$ cat config.mk
export PLATFORM = sky130hd
export DESIGN_NAME = spectrum_bar_falloff_renderer
export DESIGN_NICKNAME = d
export VERILOG_FILES = /design/src/sbfr_pkg.sv /design/src/spectrum_bar_falloff_renderer.sv /design/src/sbfr_ctrl.sv /design/src/sbfr_dp.sv
export SDC_FILE = /design/constraint.sdc
export NUM_CORES = 2
export LEC_CHECK = 0
export BUFFER_PORTS_ARGS = -buffer_cell sky130_fd_sc_hd__buf_4
export CAP_MARGIN = 20
export CORE_ASPECT_RATIO = 1.25
export CORE_MARGIN = 8
export CORE_UTILIZATION = 50
export DETAILED_ROUTE_END_ITERATION = 8
export PLACE_DENSITY = 0.76
export REMOVE_ABC_BUFFERS = 1
export SETUP_SLACK_MARGIN = 0.4
export SLEW_MARGIN = 10
export SYNTH_ARGS = -nofsm -noshare
export SYNTH_HDL_FRONTEND = slang
export SYNTH_HIERARCHICAL = 1
export SYNTH_SLANG_ARGS = --single-unit
$ cat constraint.sdc
create_clock -name clk -period 6.2 [get_ports clk]
set_input_delay 0.93 -clock clk [delete_from_list [all_inputs] [get_ports clk]]
set_output_delay 0.93 -clock clk [all_outputs]
set_load 0.02 [all_outputs]
$ cat src/sbfr_pkg.sv
`default_nettype none

package sbfr_pkg;

	// Sizes
	localparam int NUM_BARS_DEF = 8;
	localparam int FIELD_BARS   = 8;
	localparam int LVL_W        = 12;
	localparam int DELTA_W      = 20;
	localparam int CFG_W        = 24;
	localparam int CFG_IDX_W    = 2;
	localparam int PIX_W        = 6;
	localparam int ROWS         = 8;
	localparam int CHAN_W       = 8;
	localparam int MIX_W        = 11;
	localparam int FALL_SHIFT   = 20;

	// Level ceiling, 8.0 in 4.8 fixed point
	localparam logic [LVL_W-1:0] LEVEL_MAX = 12'd2048;

	// x / 7 for x < 5461: (x * 2341) >> 14
	localparam int               DIV7_W     = 23;
	localparam logic [11:0]      DIV7_MUL   = 12'd2341;
	localparam int               DIV7_SHIFT = 14;

	// Row colour preparation: one mix per row plus a final drain step
	localparam int                PREP_CNT_W = 4;
	localparam logic [PREP_CNT_W-1:0] PREP_LAST = 4'd8;

	// Register indexes
	localparam logic [CFG_IDX_W-1:0] CFG_FALL_RATE   = 2'd0;
	localparam logic [CFG_IDX_W-1:0] CFG_LOWER_COLOR = 2'd1;
	localparam logic [CFG_IDX_W-1:0] CFG_UPPER_COLOR = 2'd2;

	// Register reset values
	localparam logic [CFG_W-1:0] FALL_RATE_RST   = 24'd10737;
	localparam logic [CFG_W-1:0] LOWER_COLOR_RST = 24'd6579300;
	localparam logic [CFG_W-1:0] UPPER_COLOR_RST = 24'd16716800;

	typedef enum logic [1:0] {
		ST_IDLE,
		ST_PREP,
		ST_EMIT
	} sbfr_state_t;

	typedef struct packed {
		logic [DELTA_W-1:0] delta_us;
		logic [LVL_W-1:0]   target_0;
		logic [LVL_W-1:0]   target_1;
		logic [LVL_W-1:0]   target_2;
		logic [LVL_W-1:0]   target_3;
		logic [LVL_W-1:0]   target_4;
		logic [LVL_W-1:0]   target_5;
		logic [LVL_W-1:0]   target_6;
		logic [LVL_W-1:0]   target_7;
	} sbfr_frame_t;

	typedef struct packed {
		logic [PIX_W-1:0]  pixel_index;
		logic [CHAN_W-1:0] red;
		logic [CHAN_W-1:0] green;
		logic [CHAN_W-1:0] blue;
		logic              last;
	} sbfr_pixel_t;

	typedef struct packed {
		logic       load;
		logic [2:0] mix_row;
		logic       color_wr;
		logic       upd_levels;
		logic       emit;
	} sbfr_cmd_t;

	typedef struct packed {
		logic out_free;
		logic last_pix;
	} sbfr_stat_t;

endpackage

`default_nettype wire

$ cat src/spectrum_bar_falloff_renderer.sv
// Bar graph renderer for an 8x8 LED matrix with falling bar levels.
// Input channel (in_valid/in_ready/in_item): one frame item with the elapsed
// microseconds and eight target heights in 4.8 fixed point. Output channel
// (out_valid/out_ready/out_item): 64 pixel items per frame, pixel_index 0..63,
// last set on pixel 63. Configuration channel (cfg_valid/cfg_ready/cfg_index/
// cfg_data): fall rate, lower and upper row colour; always ready, write only
// while no frame is in flight.
// Timing: a frame is taken in the idle state, then the preparation state builds
// the decay product and the eight row colours (one mix and one divide-by-seven
// per row), the levels update, and pixels are loaded into the output register at
// one per cycle while the output register is free. With the receiver always ready
// a frame spans the idle state, the preparation steps and one load per pixel.
// Stall: with out_ready low a waiting pixel stays in the output register and the
// counter waits. The next frame may be accepted while pixel 63 still waits.
// Reset: bar levels clear to zero, registers take their default values, both
// channels come up empty and the block is ready for a frame.
`default_nettype none

module spectrum_bar_falloff_renderer import sbfr_pkg::*; #(
	parameter int NUM_BARS = NUM_BARS_DEF
) (
	input  wire logic                 clk,
	input  wire logic                 arst_n,
	input  wire logic                 in_valid,
	output logic                      in_ready,
	input  sbfr_frame_t               in_item,
	output logic                      out_valid,
	input  wire logic                 out_ready,
	output sbfr_pixel_t               out_item,
	input  wire logic                 cfg_valid,
	output logic                      cfg_ready,
	input  wire logic [CFG_IDX_W-1:0] cfg_index,
	input  wire logic [CFG_W-1:0]     cfg_data
);

	sbfr_cmd_t  cmd;
	sbfr_stat_t stat;

	assign cfg_ready = 1'b1;

	sbfr_ctrl u_ctrl (
		.clk      (clk),
		.arst_n   (arst_n),
		.in_valid (in_valid),
		.in_ready (in_ready),
		.stat     (stat),
		.cmd      (cmd)
	);

	sbfr_dp #(
		.NUM_BARS (NUM_BARS)
	) u_dp (
		.clk       (clk),
		.arst_n    (arst_n),
		.in_item   (in_item),
		.cfg_valid (cfg_valid),
		.cfg_index (cfg_index),
		.cfg_data  (cfg_data),
		.cmd       (cmd),
		.stat      (stat),
		.out_ready (out_ready),
		.out_valid (out_valid),
		.out_item  (out_item)
	);

	// A taken frame leaves the block busy
	a_busy_after_accept: assert property (@(posedge clk) disable iff (!arst_n)
		in_valid && in_ready |=> !in_ready)
		else $error("frame accepted but block still ready");

	// Loading the final pixel returns the block to idle
	a_idle_after_last: assert property (@(posedge clk) disable iff (!arst_n)
		cmd.emit && stat.last_pix |=> in_ready)
		else $error("block not idle after final pixel");

	// No pixel is produced while waiting for a frame
	a_no_emit_idle: assert property (@(posedge clk) disable iff (!arst_n)
		in_ready |-> !cmd.emit)
		else $error("pixel emitted while idle");

	// An emitted pixel appears on the output
	a_emit_shows: assert property (@(posedge clk) disable iff (!arst_n)
		cmd.emit |=> out_valid)
		else $error("emitted pixel not presented");

endmodule

`default_nettype wire

$ cat src/sbfr_ctrl.sv
`default_nettype none

module sbfr_ctrl import sbfr_pkg::*; (
	input  wire logic       clk,
	input  wire logic       arst_n,
	input  wire logic       in_valid,
	output logic            in_ready,
	input  sbfr_stat_t      stat,
	output sbfr_cmd_t       cmd
);

	sbfr_state_t             state_q, state_d;
	logic [PREP_CNT_W-1:0]   prep_cnt_q, prep_cnt_d;

	// State and preparation counter
	always_ff @(posedge clk or negedge arst_n) begin
		if (!arst_n) begin
			state_q    <= ST_IDLE;
			prep_cnt_q <= '0;
		end else begin
			state_q    <= state_d;
			prep_cnt_q <= prep_cnt_d;
		end
	end

	// Next state and commands
	always_comb begin
		state_d        = state_q;
		prep_cnt_d     = prep_cnt_q;
		in_ready       = 1'b0;
		cmd            = '0;
		unique case (state_q)
			ST_IDLE: begin
				in_ready = 1'b1;
				if (in_valid) begin
					cmd.load   = 1'b1;
					prep_cnt_d = '0;
					state_d    = ST_PREP;
				end
			end
			ST_PREP: begin
				// mix row n while row n-1 is divided and stored
				cmd.mix_row  = prep_cnt_q[2:0];
				cmd.color_wr = (prep_cnt_q != '0);
				if (prep_cnt_q == PREP_LAST) begin
					cmd.upd_levels = 1'b1;
					state_d        = ST_EMIT;
				end else begin
					prep_cnt_d = prep_cnt_q + 1'b1;
				end
			end
			ST_EMIT: begin
				if (stat.out_free) begin
					cmd.emit = 1'b1;
					if (stat.last_pix) begin
						state_d = ST_IDLE;
					end
				end
			end
			default: begin
				state_d = ST_IDLE;
			end
		endcase
	end

endmodule

`default_nettype wire

$ cat src/sbfr_dp.sv
`default_nettype none

module sbfr_dp import sbfr_pkg::*; #(
	parameter int NUM_BARS = NUM_BARS_DEF
) (
	input  wire logic                 clk,
	input  wire logic                 arst_n,
	input  sbfr_frame_t               in_item,
	input  wire logic                 cfg_valid,
	input  wire logic [CFG_IDX_W-1:0] cfg_index,
	input  wire logic [CFG_W-1:0]     cfg_data,
	input  sbfr_cmd_t                 cmd,
	output sbfr_stat_t                stat,
	input  wire logic                 out_ready,
	output logic                      out_valid,
	output sbfr_pixel_t               out_item
);

	localparam int BAR_W  = (NUM_BARS > 1) ? $clog2(NUM_BARS) : 1;
	localparam int PROD_W = DELTA_W + CFG_W;

	logic [CFG_W-1:0]   fall_rate_q, lower_color_q, upper_color_q;
	logic [DELTA_W-1:0] delta_q;
	logic [LVL_W-1:0]   tgt_in [FIELD_BARS];
	logic [LVL_W-1:0]   tgt_q  [FIELD_BARS];
	logic [PROD_W-1:0]  prod;
	logic [CFG_W-1:0]   dec_q;
	logic [LVL_W-1:0]   lvl_q  [NUM_BARS];
	logic [LVL_W-1:0]   lvl_d  [NUM_BARS];

	logic [MIX_W-1:0]   mix_sum [3];
	logic [MIX_W-1:0]   mix_s1  [3];
	logic [2:0]         mix_row_s1;
	logic [CFG_W-1:0]   div_color;
	logic [CFG_W-1:0]   row_color_q [ROWS];

	logic [PIX_W-1:0]   pix_cnt_q;
	logic [2:0]         pix_y, pix_bar;
	logic [BAR_W-1:0]   bar_idx;
	logic [LVL_W-1:0]   level, y_base, prev_base, frac_full;
	logic               full, partial;
	logic [CFG_W-1:0]   rc;
	logic [CFG_W-1:0]   shade;
	sbfr_pixel_t        pixel;
	sbfr_pixel_t        out_q;
	logic               out_valid_q;

	// Configuration registers
	always_ff @(posedge clk or negedge arst_n) begin
		if (!arst_n) begin
			fall_rate_q   <= FALL_RATE_RST;
			lower_color_q <= LOWER_COLOR_RST;
			upper_color_q <= UPPER_COLOR_RST;
		end else if (cfg_valid) begin
			unique case (cfg_index)
				CFG_FALL_RATE:   fall_rate_q   <= cfg_data;
				CFG_LOWER_COLOR: lower_color_q <= cfg_data;
				CFG_UPPER_COLOR: upper_color_q <= cfg_data;
				default: ;
			endcase
		end
	end

	// Targets, saturated at 8.0 when captured
	assign tgt_in[0] = in_item.target_0;
	assign tgt_in[1] = in_item.target_1;
	assign tgt_in[2] = in_item.target_2;
	assign tgt_in[3] = in_item.target_3;
	assign tgt_in[4] = in_item.target_4;
	assign tgt_in[5] = in_item.target_5;
	assign tgt_in[6] = in_item.target_6;
	assign tgt_in[7] = in_item.target_7;

	// Frame capture
	always_ff @(posedge clk) begin
		if (cmd.load) begin
			delta_q <= in_item.delta_us;
			for (int i = 0; i < FIELD_BARS; i++) begin
				tgt_q[i] <= (tgt_in[i] > LEVEL_MAX) ? LEVEL_MAX : tgt_in[i];
			end
		end
	end

	// Fall per frame: (delta * rate) >> 20
	assign prod = PROD_W'(delta_q) * PROD_W'(fall_rate_q);

	always_ff @(posedge clk) begin
		dec_q <= prod[PROD_W-1:FALL_SHIFT];
	end

	// Level update, one lane per bar
	for (genvar i = 0; i < NUM_BARS; i++) begin : g_bar
		logic [LVL_W-1:0] fallen, tgt;
		assign fallen = (dec_q >= CFG_W'(lvl_q[i])) ? '0 : lvl_q[i] - dec_q[LVL_W-1:0];
		if (i < FIELD_BARS) begin : g_tgt
			assign tgt = tgt_q[i];
		end else begin : g_no_tgt
			assign tgt = '0;
		end
		assign lvl_d[i] = (tgt > fallen) ? tgt : fallen;
	end

	always_ff @(posedge clk or negedge arst_n) begin
		if (!arst_n) begin
			for (int i = 0; i < NUM_BARS; i++) begin
				lvl_q[i] <= '0;
			end
		end else if (cmd.upd_levels) begin
			lvl_q <= lvl_d;
		end
	end

	// Row colour mix: lower*(7-y) + upper*y per channel
	always_comb begin
		for (int c = 0; c < 3; c++) begin
			mix_sum[c] = MIX_W'(lower_color_q[c*CHAN_W +: CHAN_W]) * MIX_W'(3'd7 - cmd.mix_row)
				+ MIX_W'(upper_color_q[c*CHAN_W +: CHAN_W]) * MIX_W'(cmd.mix_row);
		end
	end

	always_ff @(posedge clk) begin
		mix_s1     <= mix_sum;
		mix_row_s1 <= cmd.mix_row;
	end

	// Divide by seven through the reciprocal
	always_comb begin
		logic [DIV7_W-1:0] q;
		for (int c = 0; c < 3; c++) begin
			q = DIV7_W'(mix_s1[c]) * DIV7_W'(DIV7_MUL);
			div_color[c*CHAN_W +: CHAN_W] = q[DIV7_SHIFT +: CHAN_W];
		end
	end

	// Row colour store
	always_ff @(posedge clk) begin
		if (cmd.color_wr) begin
			row_color_q[mix_row_s1] <= div_color;
		end
	end

	// Pixel counter
	always_ff @(posedge clk or negedge arst_n) begin
		if (!arst_n) begin
			pix_cnt_q <= '0;
		end else if (cmd.load) begin
			pix_cnt_q <= '0;
		end else if (cmd.emit) begin
			pix_cnt_q <= pix_cnt_q + 1'b1;
		end
	end

	// Pixel shading; column x shows bar 7-x
	assign pix_y   = pix_cnt_q[5:3];
	assign pix_bar = 3'd7 - pix_cnt_q[2:0];
	assign bar_idx = BAR_W'(pix_bar);
	assign level   = (int'(pix_bar) < NUM_BARS) ? lvl_q[bar_idx] : '0;

	assign y_base    = {1'b0, pix_y, 8'b0};
	assign prev_base = y_base - 12'd256;
	assign frac_full = level - prev_base;
	assign full      = (level > y_base);
	assign partial   = (pix_y != 3'd0) && (level > prev_base) && (level < y_base);
	assign rc        = row_color_q[pix_y];

	always_comb begin
		logic [2*CHAN_W-1:0] p;
		for (int c = 0; c < 3; c++) begin
			p = (2*CHAN_W)'(rc[c*CHAN_W +: CHAN_W]) * (2*CHAN_W)'(frac_full[CHAN_W-1:0]);
			if (full) begin
				shade[c*CHAN_W +: CHAN_W] = rc[c*CHAN_W +: CHAN_W];
			end else if (partial) begin
				shade[c*CHAN_W +: CHAN_W] = p[2*CHAN_W-1:CHAN_W];
			end else begin
				shade[c*CHAN_W +: CHAN_W] = '0;
			end
		end
	end

	always_comb begin
		pixel.pixel_index = pix_cnt_q;
		pixel.red         = shade[2*CHAN_W +: CHAN_W];
		pixel.green       = shade[CHAN_W +: CHAN_W];
		pixel.blue        = shade[0 +: CHAN_W];
		pixel.last        = &pix_cnt_q;
	end

	// Output register
	always_ff @(posedge clk or negedge arst_n) begin
		if (!arst_n) begin
			out_valid_q <= 1'b0;
		end else if (cmd.emit) begin
			out_valid_q <= 1'b1;
		end else if (out_ready) begin
			out_valid_q <= 1'b0;
		end
	end

	always_ff @(posedge clk) begin
		if (cmd.emit) begin
			out_q <= pixel;
		end
	end

	assign out_valid     = out_valid_q;
	assign out_item      = out_q;
	assign stat.out_free = !out_valid_q || out_ready;
	assign stat.last_pix = &pix_cnt_q;

endmodule

`default_nettype wire

After elaboration in Yosys (flattened, before gate mapping)
Memories as Yosys holds them, arrays and structs flattened.
Cells that the tools add are included.
Widths: inputs -> output; s select.
{"block": "word_totals", "regBits": 292, "elab_cells": 170, "n_memories": 2, "input_bits": 147, "ramBits": 288}
{"block": "classes", "n_addsub": 17, "n_reduce_logical": 17, "bitwise": 1, "eq_ne": 10, "n_mul": 13, "muxes": 56, "n_lt_le_gt_ge": 28}
{"memory": "u_dp.row_color_q", "words": 8, "width": 24, "read_ports": 1, "rd_ports_with_merged_regs": 0, "wr": 1, "line": "sbfr_dp.sv:35", "rtl": "logic [CFG_W-1:0] row_color_q [ROWS];"}
{"memory": "u_dp.tgt_q", "words": 8, "width": 12, "read_ports": 8, "rd_ports_with_merged_regs": 0, "wr": 8, "line": "sbfr_dp.sv:25", "rtl": "logic [LVL_W-1:0] tgt_q [FIELD_BARS];"}
{"operator": "$mux 12", "count": 26}
{"operator": "$ge 24x12->1", "count": 8}
{"operator": "$gt 12x12->1", "count": 9}
{"operator": "$gt 12x12->1 const B", "count": 8}
{"operator": "$sub 12x12->12", "count": 8}
{"operator": "$mul 11x12->22 const B", "count": 3}
{"operator": "$mul 8x8->16", "count": 3}
{"operator": "$mux 8", "count": 6}
{"operator": "$mul 20x24->44", "count": 1}
{"operator": "$bmux 12 s3", "count": 1}
{"operator": "$add 11x11->11", "count": 3}
{"operator": "$mul 8x11->11", "count": 3}
{"operator": "$mul 8x3->11", "count": 3}
{"operator": "$gt 12x11->1", "count": 1}
{"operator": "$lt 12x11->1", "count": 1}
{"operator": "$mux 1", "count": 12}
{"operator": "$mux 6", "count": 2}
{"operator": "$sub 11x9->12 const B", "count": 1}
{"operator": "$mux 2", "count": 4}
{"operator": "$mux 4", "count": 2}
{"operator": "$ne 2x2->1 const B", "count": 4}
{"operator": "$pmux 4 s2", "count": 1}
{"operator": "$sub 8x8->8", "count": 1}
{"operator": "$add 6x1->6 const B", "count": 1}
{"operator": "other kinds (22)", "count": 30}

Longest topological paths before layout
{"block": "logic_depth", "word_depth": 10, "depth_mapped": 26}

Cells and area by module
Netlist, hierarchy kept.
{"mod": "sbfr_dp", "instances": 1, "area_per_inst_um2": 60470.5, "cells_each": 5927, "seq_area_each_um2": 15793.9}
{"mod": "sbfr_ctrl", "instances": 1, "area_per_inst_um2": 401.6, "cells_each": 43, "seq_area_each_um2": 150.1}
{"mod": "spectrum_bar_falloff_renderer", "instances": 1, "area_per_inst_um2": 11.3, "cells_each": 2, "seq_area_each_um2": 0.0}

Worst setup path after synthesis
No wires, ideal clock.
{"block": "synth_path", "kind": "reg2reg", "startpoint": "register u_dp.fall_rate_q[8]", "endpoint": "register u_dp.dec_q[18]", "slack_ns": -0.614, "period_less_slack_ns": 6.814, "arrival_ns": 6.741, "required_ns": 6.128, "stages_incl_launch_ff": 26, "path_cell_list": "dfstp_2 clkbuf_1 and2_1 fa_1 fa_1 inv_1 fa_1 inv_1 fa_1 inv_1 fa_1 inv_1 fa_1 inv_1 fa_1 inv_1 ha_1 a21o_1 a21o_1 a2111oi_1 o211ai_1 a221o_1 a21oi_2 o211ai_1 a21oi_1 xnor2_1"}
{"block": "synth_via", "elab_chain_len": 1}
{"item": "start: declaration", "line": "sbfr_dp.sv:22", "rtl": "logic [CFG_W-1:0] fall_rate_q, lower_color_q, upper_color_q;"}
{"item": "start signal: assignment", "line": "sbfr_dp.sv:56", "rtl": "CFG_FALL_RATE: fall_rate_q <= cfg_data;"}
{"item": "$mul 20x24->44", "line": "sbfr_dp.sv:85", "rtl": "assign prod = PROD_W'(delta_q) * PROD_W'(fall_rate_q);"}
{"item": "named net u_dp.prod[38]", "line": "sbfr_dp.sv:26", "rtl": "logic [PROD_W-1:0] prod;"}
{"item": "end signal: assignment", "line": "sbfr_dp.sv:88", "rtl": "dec_q <= prod[PROD_W-1:FALL_SHIFT];"}
{"item": "end: declaration", "line": "sbfr_dp.sv:27", "rtl": "logic [CFG_W-1:0] dec_q;"}
The timed path passes the listed nets, and every way through them passes these cells.
A chain may end at the register's enable or synchronous reset.

Worst setup path after layout
{"block": "layout_path", "startpoint": "register u_dp.delta_q[4]", "endpoint": "register u_dp.dec_q[18]"}
{"block": "layout_via", "elab_chain_len": 1}
{"item": "start: declaration", "line": "sbfr_dp.sv:23", "rtl": "logic [DELTA_W-1:0] delta_q;"}
{"item": "start signal: assignment", "line": "sbfr_dp.sv:77", "rtl": "delta_q <= in_item.delta_us;"}
{"item": "$mul 20x24->44", "line": "sbfr_dp.sv:85"}
{"item": "named net u_dp.prod[38]", "line": "sbfr_dp.sv:26"}
The timed path passes the listed nets, and every way through them passes these cells.

==> reports/summary.txt <==
Clock Sinks = 580
Initial Utilization = 0.503
Crit path DAT = 7.28 ns
Synth Flop Type = edfxtp_1
Boundary pin count = 181
CP required = 6.74 ns
FF+latch count, synth = 580
TritonCTS buffer count = 67
Vias per cell = 5.54
TritonCTS clock tree = done
H-tree levels = 3
Syn Area/Cell = 10.2 µm²
Max Clk Rate = 0.148 GHz
Layout Area Growth over Synthesis = 14.7%
Routed WL = 163000 µm
Post-synth EDFFs = 339
Setup WS post-layout = -0.543 ns
Synthesized area = 60900 µm²
Chip width = 328 µm
Yosys cell types = 90
Final instance area = 69800 µm²
Critical path endpoint category = flop
Via count = 44471
CTS clk-pin slew, worst paths = 0.06 ns
GP Congestion = 0.951
Die Ht = 406 µm
# setup viols final = 23
Slowest CP cell = fa_1
RSZ-0062 raised after global routing = true
First-pass GRT wire length = 255000 µm
CP Class = reg2reg
Die area = 133000 µm²
Max-Cap Viols = 0
Layout Nets = 7981
Slowest stage delay, CP = 0.56 ns
R2R cell count = 25
R2R Setup Slk = -0.54 ns
Routed length per instance = 20.3 µm
# hold bufs at CTS = 0
Final setup skew = 0.0323 ns
Initial antenna violation count = 8
XOR/XNOR Fraction of Synth Area = 0.0233
DR DRC count = 0
Slew Viols, Final = 0
Footprint of the multi-input gates = 41100 µm²
Worst-Margin Slew = 1.05 ns
1st-iter DRT viols = 3087
Max clock buf depth = 3
Post-DRT Antenna Nets = 0
Pre-antenna DRT Iters = 6
FILL cells = 9922
Synth Area in Adders = 0.376
Grt total ovfl = 0
Hold Path Class = in2async
Row Count = 143
Crit path launch = u_dp/delta_q[4]
Dpl cell area = 65900 µm²
Reg2Reg Launch Point = u_dp/delta_q[4]
Seq. cell area = 16000 µm²
Failing checks = negative setup slack
Synth Area in Simple Gates = 0.129
Post-layout min period = 6.74 ns
Final Hold Violating Endpoints = 0
Vias in the first global route = 47743
Layout cells sized above 1 = 0.167
Outcome = finished with violations
Post-DP HPWL = 127000 µm
Yosys Warn Count = 6
Largest family of logic cells by synthesized area = adder cells
Largest net degree at the start of global routing = 104
Syn Inst Count = 5972
Period Utilization, post-route = 1.09
CP most frequent cell = fa_1
Total track usage = 0.243
Core area = 121000 µm²
CTS root buffer = clkbuf_16
Slew headroom = 0.300
Port Buf Inserts = 179
Async set-reset flop share out of synthesis = 0.312
Critical path launch point type = flop
Sequential share of the synthesized area = 0.262
Mux contribution to synthesized area = 0.0557
Synth Area in Compound Gates = 0.0755
Crit-path max FO = 9
Skew-Pair Late Insertion Delay = 0.68 ns
==> sequential cells by signal, summed over array words and instances (netlist names) <==
signal              flops
u_ctrl/prep_cnt_q       4
u_ctrl/state_q          2
u_dp/dec_q             24
u_dp/delta_q           20
u_dp/fall_rate_q       24
u_dp/lower_color_q     24
u_dp/lvl_q             96
u_dp/mix_row_s1         3
u_dp/mix_s1            33
u_dp/out_item          31
u_dp/out_valid          1
u_dp/pix_cnt_q          6
u_dp/row_color_q      192
u_dp/tgt_q             96
u_dp/upper_color_q     24
==> worst paths after layout <==
kind | end
min in group clk | u_dp/delta_q[18]
worst max register to register | u_dp/dec_q[18]
worst min register to register | u_dp/lvl_q[32]
max in group asynchronous | u_dp/fall_rate_q[2]
worst min-delay path | u_dp/lvl_q[4]
worst max-delay path | u_dp/dec_q[18]
==> layout make-up <==
cell class	count	area share
antenna	1	0.0000358
sequential	580	0.229
inverter	1033	0.0555
timing repair buffer	550	0.0665
multi-input combinational	4148	0.588
clock buffer	83	0.0263
tap	1595	0.0286
clock inverter	38	0.00645
==> metrics by stage <==
| step | setup WS [ns] | instances | hold WS, ns | TNS, ns | util |
|---|---|---|---|---|---|
| after global routing | -0.753 | 8027 | 0.364 | -12.10 | 0.576 |
| after detailed placement | -0.922 | 7827 | 0.527 | -13.97 | 0.544 |
| after global placement | -0.946 | 7825 | 0.514 | -13.74 | 0.544 |
| after floorplan | -2.31 | 5760 | 0.478 | -100.64 | - |
| final | -0.543 | 8028 | 0.347 | -7.46 | 0.576 |
| after CTS | -0.523 | 8001 | 0.322 | -6.76 | 0.571 |
==> kinds of logic (layout without fill, tap and decap cells) <==
logic type,after synthesis,in the layout
XOR/XNOR,162,162
multiplexers,235,235
flip-flops,580,580
adder cells (fa/ha/maj),1454,1454
other,2,5
AO/OA/AOI/OAI,706,706
buffers and inverters,1247,1704
AND/OR/NAND/NOR,1586,1587
==> routing by layer <==
metal | GRT usage | vias up | routed length, µm
met2 | 0.423 | 1365 | 80300
met1 | 0.284 | 22233 | 63000
met3 | 0.0357 | 498 | 8730
met5 | 0 | - | 33
li1 | - | 20369 | -
met4 | 0.146 | 6 | 10800
==> cell usage in the layout (no fill, tap or decap), types with 18 or more instances in the layout <==
cell       netlist  routed
or3_1           18      18
buf_12           0      24
o21a_1          28      28
a31oi_1         49      46
xnor2_1        116     111
clkbuf_16        0      69
o22ai_1         20      19
a21oi_1        207     183
inv_1         1033    1020
dfxtp_1         60      60
buf_6            4      40
or2_2           33      33
o21bai_1        38      37
nand2b_1        57      57
o21ai_0        115     104
ha_1           824     810
and3_1          18      18
edfxtp_1       339     339
mux2i_1         52      51
nand3_1         61      58
and2_1         292     279
dfstp_2         27      27
nor3_1          25      22
a211o_1         19      19
buf_4            4     478
fa_1           630     621
nand4_1         38      38
dfrtp_1        154     147
mux4_2          72      72
mux2_2         111     107
a21o_1          90      90
nor2_1         213     197
o211ai_1        21      21
nor2b_1        171     170
nand2_1        613     603
xor2_1          46      44
==> critical path: cells and delay by family (launching register included) <==
kind | cells | cell delay, ns
AOI/OAI and AO/OA | 6 | 1.24
xor gates and xnor gates | 1 | 0.09
and+or+nand+nor | 2 | 0.38
buffers and inverters | 8 | 0.81
DFF | 1 | 0.38
adders and majority gates | 8 | 3.71
==> cells in the mapped netlist (all sizes together) (11+ instances only) <==
| cell type | number | area, µm² |
|---|---|---|
| inv | 1033 | 3880 |
| dfrtp | 154 | 3850 |
| a21o | 90 | 676 |
| o21ai | 118 | 594 |
| a31oi | 49 | 307 |
| nand3b | 17 | 128 |
| mux4 | 72 | 1620 |
| fa | 630 | 12600 |
| a211oi | 14 | 110 |
| ha | 824 | 10300 |
| o21bai | 39 | 297 |
| nand2 | 613 | 2300 |
| edfxtp | 339 | 10200 |
| or3 | 18 | 113 |
| clkbuf | 183 | 687 |
| xor2 | 46 | 403 |
| a21oi | 209 | 1050 |
| or2 | 33 | 206 |
| nand4 | 38 | 238 |
| a2bb2oi | 11 | 96.3 |
| nand2b | 58 | 370 |
| o21a | 28 | 210 |
| nor3 | 26 | 135 |
| a211o | 19 | 166 |
| nor2b | 171 | 1070 |
| buf | 31 | 181 |
| nor2 | 214 | 811 |
| nand3 | 61 | 305 |
| and2 | 292 | 1830 |
| mux2 | 111 | 1250 |
| and3 | 18 | 113 |
| o22ai | 20 | 125 |
| dfstp | 27 | 709 |
| xnor2 | 116 | 1020 |
| dfxtp | 60 | 1200 |
| mux2i | 52 | 521 |
| o211ai | 22 | 170 |
==> timing repair <==
| action | CTS | global route |
|---|---|---|
| setup buffers | 52 | 24 |
| resized for setup | 131 | 87 |
| cloned | 1 | 2 |
| pin swaps | 95 | 66 |
| endpoints found under the setup margin | 41 | 49 |
Power is not shown: default switching activity piles up to over one toggle a cycle in this logic, so the estimate is an artifact.
